## src/design/gmb_pkg.sv

```systemverilog
`timescale 1ns / 1ps
// ----------------------------------------------------------------------------
// gmb_pkg: shared constants and types for the Golomb encoder
// Field widths, register indexes, the control state type and a small
// priority encoder for the divisor.
// ----------------------------------------------------------------------------
package gmb_pkg;

   localparam int VALUE_BITS = 10;
   localparam int CHUNK_BITS = 64;
   localparam int DIV_BITS   = 11;
   localparam int N_BITS     = VALUE_BITS + 1;
   localparam int CNT_BITS   = $clog2(CHUNK_BITS + 1);
   localparam int RB_BITS    = $clog2(DIV_BITS + 1);
   localparam int STEP_BITS  = $clog2(N_BITS);
   localparam int ADDR_BITS  = 3;
   localparam int DATA_BITS  = 32;

   localparam logic [DIV_BITS-1:0] DIVISOR_RESET = DIV_BITS'(4);

   // register indexes
   localparam logic REG_DIVISOR     = 1'b0;
   localparam logic REG_SIGNED_MODE = 1'b1;

   typedef enum logic [2:0] {
      S_IDLE,
      S_DIVIDE,
      S_REMAP,
      S_UNARY,
      S_REMAINDER
   } state_type;

   // position of the highest set bit, zero for zero
   function automatic logic [RB_BITS-1:0] floor_log2(input logic [DIV_BITS-1:0] x);
      logic [RB_BITS-1:0] b;
      b = '0;
      for (int i = 0; i < DIV_BITS; i++) begin
         if (x[i]) begin
            b = RB_BITS'(i);
         end
      end
      return b;
   endfunction

endpackage

```

## src/design/golomb_encoder.sv

```systemverilog
`timescale 1ns / 1ps
// An accepted item runs through S_DIVIDE, where the bit-serial restoring
//   divider takes one quotient bit per cycle, then S_REMAP and S_UNARY.
// An item gives 1 to 16 chunks; they leave one per cycle unless stalled.
// A new item is taken while the last chunk waits.
// Reset (synchronous, active high) clears control state, divisor to 4 and
//   signed_mode to 0.
// ----------------------------------------------------------------------------
// golomb_encoder: Golomb coder with truncated-binary remainder
// Zigzag-maps signed values if enabled, divides bit-serially by the divisor
// and emits the unary part and the remainder as right-aligned chunks.
// ----------------------------------------------------------------------------
module golomb_encoder (
   input  logic                           clock,
   input  logic                           reset,
   // input items
   input  logic                           req_valid,
   output logic                           req_stall,
   input  logic [gmb_pkg::VALUE_BITS-1:0] req_value,
   // result items
   output logic                           rsp_valid,
   input  logic                           rsp_stall,
   output logic [gmb_pkg::CHUNK_BITS-1:0] rsp_code_bits,
   output logic [gmb_pkg::CNT_BITS-1:0]   rsp_bit_count,
   output logic                           rsp_last,
   // configuration
   input  logic                           psel,
   input  logic                           penable,
   input  logic                           pwrite,
   input  logic [gmb_pkg::ADDR_BITS-1:0]  paddr,
   input  logic [gmb_pkg::DATA_BITS-1:0]  pwdata,
   output logic [gmb_pkg::DATA_BITS-1:0]  prdata,
   output logic                           pready
);
   import gmb_pkg::*;

   state_type             state_ff, state_in;
   logic [DIV_BITS-1:0]   divisor_ff, divisor_in;
   logic                  signed_ff, signed_in;
   logic [N_BITS-1:0]     n_ff, n_in;
   logic [DIV_BITS-1:0]   rem_ff, rem_in;
   logic [STEP_BITS-1:0]  step_ff, step_in;
   logic [RB_BITS-1:0]    b_ff, b_in;
   logic [DIV_BITS-1:0]   rcode_ff, rcode_in;
   logic [RB_BITS-1:0]    rbits_ff, rbits_in;
   logic                  rsp_valid_ff, rsp_valid_in;
   logic [CHUNK_BITS-1:0] code_ff, code_in;
   logic [CNT_BITS-1:0]   count_ff, count_in;
   logic                  last_ff, last_in;

   logic                  wr_en;
   logic [DIV_BITS-1:0]   m_eff;
   logic [DIV_BITS:0]     trial;
   logic                  trial_ge;
   logic [DIV_BITS:0]     pow2;
   logic [DIV_BITS-1:0]   u_val;
   logic [N_BITS-1:0]     n_load;
   logic                  out_free;
   logic [CNT_BITS-1:0]   ubits;

   // configuration port
   assign pready = 1'b1;
   assign wr_en  = psel & penable & pwrite;

   always_comb begin
      divisor_in = divisor_ff;
      signed_in  = signed_ff;
      if (wr_en) begin
         unique case (paddr[2])
            REG_DIVISOR:     divisor_in = pwdata[DIV_BITS-1:0];
            REG_SIGNED_MODE: signed_in  = pwdata[0];
            default:         ;
         endcase
      end
   end

   always_comb begin
      unique case (paddr[2])
         REG_DIVISOR:     prdata = DATA_BITS'(divisor_ff);
         REG_SIGNED_MODE: prdata = DATA_BITS'(signed_ff);
         default:         prdata = '0;
      endcase
   end

   // divisor zero codes as one
   assign m_eff = (divisor_ff == '0) ? DIV_BITS'(1) : divisor_ff;

   // zigzag map of the incoming value
   always_comb begin
      if (signed_ff && req_value[VALUE_BITS-1]) begin
         n_load = {~req_value, 1'b1};
      end else if (signed_ff) begin
         n_load = {req_value, 1'b0};
      end else begin
         n_load = {1'b0, req_value};
      end
   end

   // one restoring division step
   assign trial    = {rem_ff, n_ff[N_BITS-1]};
   assign trial_ge = trial >= {1'b0, m_eff};

   // truncated-binary threshold u = 2^(b+1) - m
   assign pow2  = (DIV_BITS + 1)'(1) << (b_ff + RB_BITS'(1));
   assign u_val = DIV_BITS'(pow2 - {1'b0, m_eff});

   assign out_free = !rsp_valid_ff || !rsp_stall;
   assign ubits    = CNT_BITS'(n_ff) + CNT_BITS'(1);
   assign req_stall = (state_ff != S_IDLE);

   // control and datapath next state
   always_comb begin
      state_in     = state_ff;
      n_in         = n_ff;
      rem_in       = rem_ff;
      step_in      = step_ff;
      b_in         = b_ff;
      rcode_in     = rcode_ff;
      rbits_in     = rbits_ff;
      code_in      = code_ff;
      count_in     = count_ff;
      last_in      = last_ff;
      rsp_valid_in = rsp_valid_ff && rsp_stall;

      unique case (state_ff)
         S_IDLE: begin
            if (req_valid) begin
               n_in     = n_load;
               rem_in   = '0;
               step_in  = STEP_BITS'(N_BITS - 1);
               b_in     = floor_log2(m_eff);
               state_in = S_DIVIDE;
            end
         end
         S_DIVIDE: begin
            rem_in  = trial_ge ? DIV_BITS'(trial - {1'b0, m_eff}) : DIV_BITS'(trial);
            n_in    = {n_ff[N_BITS-2:0], trial_ge};
            step_in = step_ff - STEP_BITS'(1);
            if (step_ff == '0) begin
               state_in = S_REMAP;
            end
         end
         S_REMAP: begin
            if (rem_ff < u_val) begin
               rcode_in = rem_ff;
               rbits_in = b_ff;
            end else begin
               rcode_in = rem_ff + u_val;
               rbits_in = b_ff + RB_BITS'(1);
            end
            state_in = S_UNARY;
         end
         S_UNARY: begin
            if (out_free) begin
               rsp_valid_in = 1'b1;
               if (int'(n_ff) >= CHUNK_BITS) begin
                  // full chunk of ones
                  code_in  = '1;
                  count_in = CNT_BITS'(CHUNK_BITS);
                  last_in  = 1'b0;
                  n_in     = N_BITS'(int'(n_ff) - CHUNK_BITS);
               end else begin
                  // q mod chunk ones, then the stop zero
                  code_in  = ~({CHUNK_BITS{1'b1}} << ubits) & ~CHUNK_BITS'(1);
                  count_in = ubits;
                  last_in  = (rbits_ff == '0);
                  state_in = (rbits_ff == '0) ? S_IDLE : S_REMAINDER;
               end
            end
         end
         S_REMAINDER: begin
            if (out_free) begin
               rsp_valid_in = 1'b1;
               code_in      = CHUNK_BITS'(rcode_ff);
               count_in     = CNT_BITS'(rbits_ff);
               last_in      = 1'b1;
               state_in     = S_IDLE;
            end
         end
         default: state_in = S_IDLE;
      endcase
   end

   // control registers
   always_ff @(posedge clock) begin
      if (reset) begin
         state_ff     <= S_IDLE;
         rsp_valid_ff <= 1'b0;
         divisor_ff   <= DIVISOR_RESET;
         signed_ff    <= 1'b0;
      end else begin
         state_ff     <= state_in;
         rsp_valid_ff <= rsp_valid_in;
         divisor_ff   <= divisor_in;
         signed_ff    <= signed_in;
      end
   end

   // payload registers
   always_ff @(posedge clock) begin
      n_ff     <= n_in;
      rem_ff   <= rem_in;
      step_ff  <= step_in;
      b_ff     <= b_in;
      rcode_ff <= rcode_in;
      rbits_ff <= rbits_in;
      code_ff  <= code_in;
      count_ff <= count_in;
      last_ff  <= last_in;
   end

   assign rsp_valid     = rsp_valid_ff;
   assign rsp_code_bits = code_ff;
   assign rsp_bit_count = count_ff;
   assign rsp_last      = last_ff;

`ifndef SYNTHESIS
   // an accepted item always starts the divider
   a_accept_divide: assert property (@(posedge clock) disable iff (reset)
      req_valid && !req_stall |=> state_ff == S_DIVIDE)
      else $error("item accepted without starting division");

   // partial remainder stays below the divisor
   a_rem_bound: assert property (@(posedge clock) disable iff (reset)
      state_ff == S_DIVIDE || state_ff == S_REMAP |-> rem_ff < m_eff)
      else $error("partial remainder not below divisor");

   // a chunk carries between one and a full chunk of bits
   a_count_range: assert property (@(posedge clock) disable iff (reset)
      rsp_valid |-> rsp_bit_count != '0 && int'(rsp_bit_count) <= CHUNK_BITS)
      else $error("chunk bit count out of range");

   // no bits above the valid count
   a_code_clean: assert property (@(posedge clock) disable iff (reset)
      rsp_valid |-> (rsp_code_bits >> rsp_bit_count) == '0)
      else $error("chunk has bits above its count");

   // a short chunk that is not last must be the unary chunk ending in zero
   a_unary_stop: assert property (@(posedge clock) disable iff (reset)
      rsp_valid && !rsp_last && int'(rsp_bit_count) != CHUNK_BITS |-> !rsp_code_bits[0])
      else $error("non-final short chunk lacks unary stop bit");
`endif

endmodule

```

## config.mk

```make
export PLATFORM = sky130hd
export DESIGN_NAME = golomb_encoder
export DESIGN_NICKNAME = d
export VERILOG_FILES = /design/src/design/gmb_pkg.sv /design/src/design/golomb_encoder.sv
export SDC_FILE = /design/constraint.sdc
export NUM_CORES = 1
export LEC_CHECK = 0
export BUFFER_PORTS_ARGS = -buffer_cell sky130_fd_sc_hd__buf_2
export CAP_MARGIN = 30
export CORE_AREA = 2 2 119 121
export CTS_CLUSTER_DIAMETER = 60
export DETAILED_ROUTE_END_ITERATION = 8
export DIE_AREA = 0 0 121 123
export GPL_TIMING_DRIVEN = 0
export PLACE_DENSITY = 0.93
export SETUP_SLACK_MARGIN = 0.1
export SLEW_MARGIN = 20
export SYNTH_ARGS = -nofsm -noshare
export SYNTH_HDL_FRONTEND = slang
export SYNTH_SLANG_ARGS = --single-unit
```

## constraint.sdc

```tcl
create_clock -name clock -period 10.9 [get_ports clock]
set_input_delay 0.545 -clock clock [delete_from_list [all_inputs] [get_ports clock]]
set_output_delay 0.545 -clock clock [all_outputs]
set_load 0.05 [all_outputs]
```

==> metrics.md <==
| Metric | Value |
|---|---|
| Setup TNS | `0 ns` |
| Clock skew | `0.01544 ns` |
| Routed WL | `~20000 um` |
| Status | `finished clean` |
| Fmax | `0.1954 GHz` |
| Critical path class | `register to register` |
| MaxCap Viol Count | `0` |
| Worst-skew pair later-pin latency | `0.43 ns` |
| Slew Viols, Final | `0` |
| Synthesized area | `0.008063 sq mm` |
| Gr usage total | `27.84%` |
| I/O Buffers | `111` |
| Slew margin rel. | `between 30 and 40%` |
| Synth Instances | `818` |
| Nets@finish | `1085` |
| Avg Synthesized Cell Area | `just under 10 sq um` |
| Post-synth EDFFs | `116` |
| Crit-path max FO | `10` |
| Cts bufs inserted | `17` |
| Die Y | `123 um` |
| Clock Tree Root | `clkbuf_16` |
| Clock power frac | `29.2%` |
| Internal power | `1.248 mW` |
| Hold Path Class | `input pin to register` |
| Post-route clock period utilization | `between 40% and 50%` |
| DR pass1 iterations | `5` |
| Library cells used by synthesis | `64` |
| Routability Congestion | `0.9426` |
| Ys async rst share | `0%` |
| Top_reg_cell synth | `edfxtp_1` |
| CTS tree | `built` |
| Via Count | `6809` |
| Worst Tran Pin Value | `approximately 0.89 ns` |
| R2R setup slack | `5.78 ns` |
| Final number of setup-violating endpoints | `0` |
| Detailed Route Iter0 Violations | `a little under 800` |
| Worst setup EP type | `register` |
| Core region area | `about 0.014 sq mm` |
| CTS sink cnt | `132` |
| Synth area leader | `edfxtp_1` |
| Hold_buf cts | `0` |
| Clk slew on worst S/H paths | `0.06 ns` |
| CP arrival | `5.33 ns` |
| Ports | `159` |
| Final Hold Viols | `0` |
| VDD IR-drop max | `101.1 uV` |
| Full die area | `0.01488 sq mm` |
| Starting Density | `between 50 and 60%` |
| Resized cells post-CTS | `0` |
| Synth warn | `0` |
| Worst Path Required | `11.11 ns` |
| Power per cell area | `206.6 mW/mm^2` |
| Post-synthesis register bit count | `132` |
| Die extent in x | `121 um` |
| H-tree depth | `4` |
| RSZ-0062 raised after global routing | `false` |
| Switching share of total power | `37.31%` |
| Syn-to-layout area delta | `19.44%` |
| Final HPWL DP | `14260 um` |
| Antenna Diode Count | `0` |
| Synth top area share | `43.20%` |
| FP Rows | `43` |
| Drt wl/cell | `17.14 um` |
| Crit start category | `register` |
| Clk buf depth | `2` |
| Final Worst Setup Slack | `just under 6 ns` |
| Min Tclk post-route | `5.118 ns` |
| Sequential share of power | `33.8%` |
| Area contributors post-synth | `edfxtp_1 43%, ha_1 8.8%, nor2_1 4.5%` |
| Comb pwr share | `a little under two fifths` |
| Vias/cell | `5.840` |
| Setup bufs post-CTS | `0` |
| Sequential fraction of the synthesis area | `47.18%` |
| Initial antenna violation count | `0` |
| Dpl ws | `5.945 ns` |
| Number of global-route vias before repair | `about 6500` |
| Antenna viol nets, final | `0` |
| Fraction of layout cells with a size suffix above 1 | `19.47%` |
| Switching pwr | `~0.74 mW` |
| DR DRC count | `0` |
| Pin count of the biggest net entering global routing | `30` |
| Utilization after layout | `70.75%` |
| Overflow after GRT | `0` |
| First-pass GRT wire length | `32050 um` |
| LEAKAGE | `3.911 nW` |
## critical path: stages (launching register included)
cell	delay, ns
edfxtp_1	0.47
ha_1	0.31
a31oi_1	0.32
nand2b_1	0.16
ha_1	0.18
fa_1	0.21
nor2b_1	0.05
o21ai_0	0.27
o22ai_1	0.15
o41ai_1	0.47
xnor2_1	0.24
ha_1	0.28
clkbuf_1	0.19
nor2b_1	0.15
o221ai_1	0.12
a21oi_1	0.26
clkbuf_1	0.52
o211ai_1	0.19
o32ai_1	0.34
## state kept, by name, indices dropped and copies added (netlist names), 4 cells and up
name           flops
rsp_code_bits     64
divisor_ff        11
n_ff              11
rcode_ff          11
rem_ff            11
rsp_bit_count      6
b_ff               4
rbits_ff           4
step_ff            4
## worst paths after layout
| path | from | to | cells after the start |
|---|---|---|---|
| min | pwdata[2] | divisor_ff[2] | 2 |
| max reg2reg | b_ff[0] | rcode_ff[10] | 18 |
| min reg2reg | divisor_ff[6] | divisor_ff[6] | 2 |
| max | b_ff[0] | rcode_ff[10] | 18 |
## per-stage QoR
step | total power [mW] | area, sq um | std cells | hold WS (ns)
floorplan | 1.212 | 8138 | 838 | 0.4469
global placement | 1.342 | 8919 | 1129 | 0.4604
detailed placement | 1.381 | 9040 | 1134 | 0.4756
CTS | 1.970 | 9630 | 1166 | 0.3175
global route | 2.087 | 9630 | 1166 | 0.3224
finish | 1.990 | 9630 | 1166 | 0.3182
## synth_stat cells, types with 6 or more instances
cell type / instances
a211oi_1: 11
a21oi_1: 54
a31oi_1: 11
buf_4: 23
clkbuf_1: 30
dfxtp_1: 16
edfxtp_1: 116
ha_1: 57
inv_1: 50
mux2_2: 7
mux2i_1: 10
nand2_1: 76
nand2b_1: 13
nand3_1: 15
nor2_1: 97
nor2b_1: 20
nor3_1: 14
o211ai_1: 9
o21a_1: 6
o21ai_0: 42
o21ai_1: 15
o31ai_1: 9
xnor2_1: 34
xor2_1: 9
## area by class of cell
type / count / area [sq um]
clock buffers: 18 / 429.2
inverters: 51 / 191.4
repair buffers: 116 / 656.9
flip-flops and latches: 132 / 3804
clock inverters: 14 / 161.4
plain buffers: 59 / 334.1
multi-input cells: 596 / 3829
fillers: 922 / 3981
well taps: 180 / 225.2
## power groups by stage
stage	combinational [mW]	sequential (mW)	clock, mW
6_report	0.737	0.672	0.581
5_1_grt	0.806	0.676	0.605
4_1_cts	0.721	0.669	0.580
3_5_place_dp	0.702	0.679	0
3_3_place_gp	0.663	0.679	0
2_1_floorplan	0.523	0.688	0
## routing by layer
metal  up-vias  routed length (um)  global-route usage (%)
met5         -                   0                       0
met4         0                 921                   15.41
met3        77                1716                   6.411
met2       431                9736                   47.23
met1      3115                7610                   32.84
li1       3186                   -                       -
## layout by cell type (no fill, tap or decap), types with 4 or more instances in the layout
master and count:
edfxtp_1 116, buf_2 114, nor2_1 97, nand2_1 76, ha_1 57, a21oi_1 53, inv_1 50, o21ai_0 41
xnor2_1 34, clkbuf_1 31, buf_4 24, conb_1 22, nor2b_1 20, clkbuf_16 17, dfxtp_1 16, nand3_1 15
o21ai_1 15, nor3_1 13, nand2b_1 13, a31oi_1 11, a211oi_1 11, mux2i_1 10, xor2_1 9, o211ai_1 9
o31ai_1 9, mux2_2 7, o21a_1 6, o22ai_1 4, nand4_1 4, buf_6 4, o32ai_1 4
## kinds of logic (layout without fill, tap and decap cells)
| kind of cell | Yosys count | in the layout | synth area share, % |
|---|---|---|---|
| and+or+nand+nor | 263 | 263 | 15.04 |
| AOI/OAI and AO/OA | 191 | 191 | 14.70 |
| DFF | 132 | 132 | 47.18 |
| buffers and inverters | 110 | 258 | 6.518 |
| adders and majority gates | 60 | 60 | 9.590 |
| xor gates and xnor gates | 43 | 43 | 4.671 |
| muxes | 17 | 17 | 2.219 |
| other | 2 | 22 | 0.09314 |
Note: power is estimated with default switching activity, not from simulation.
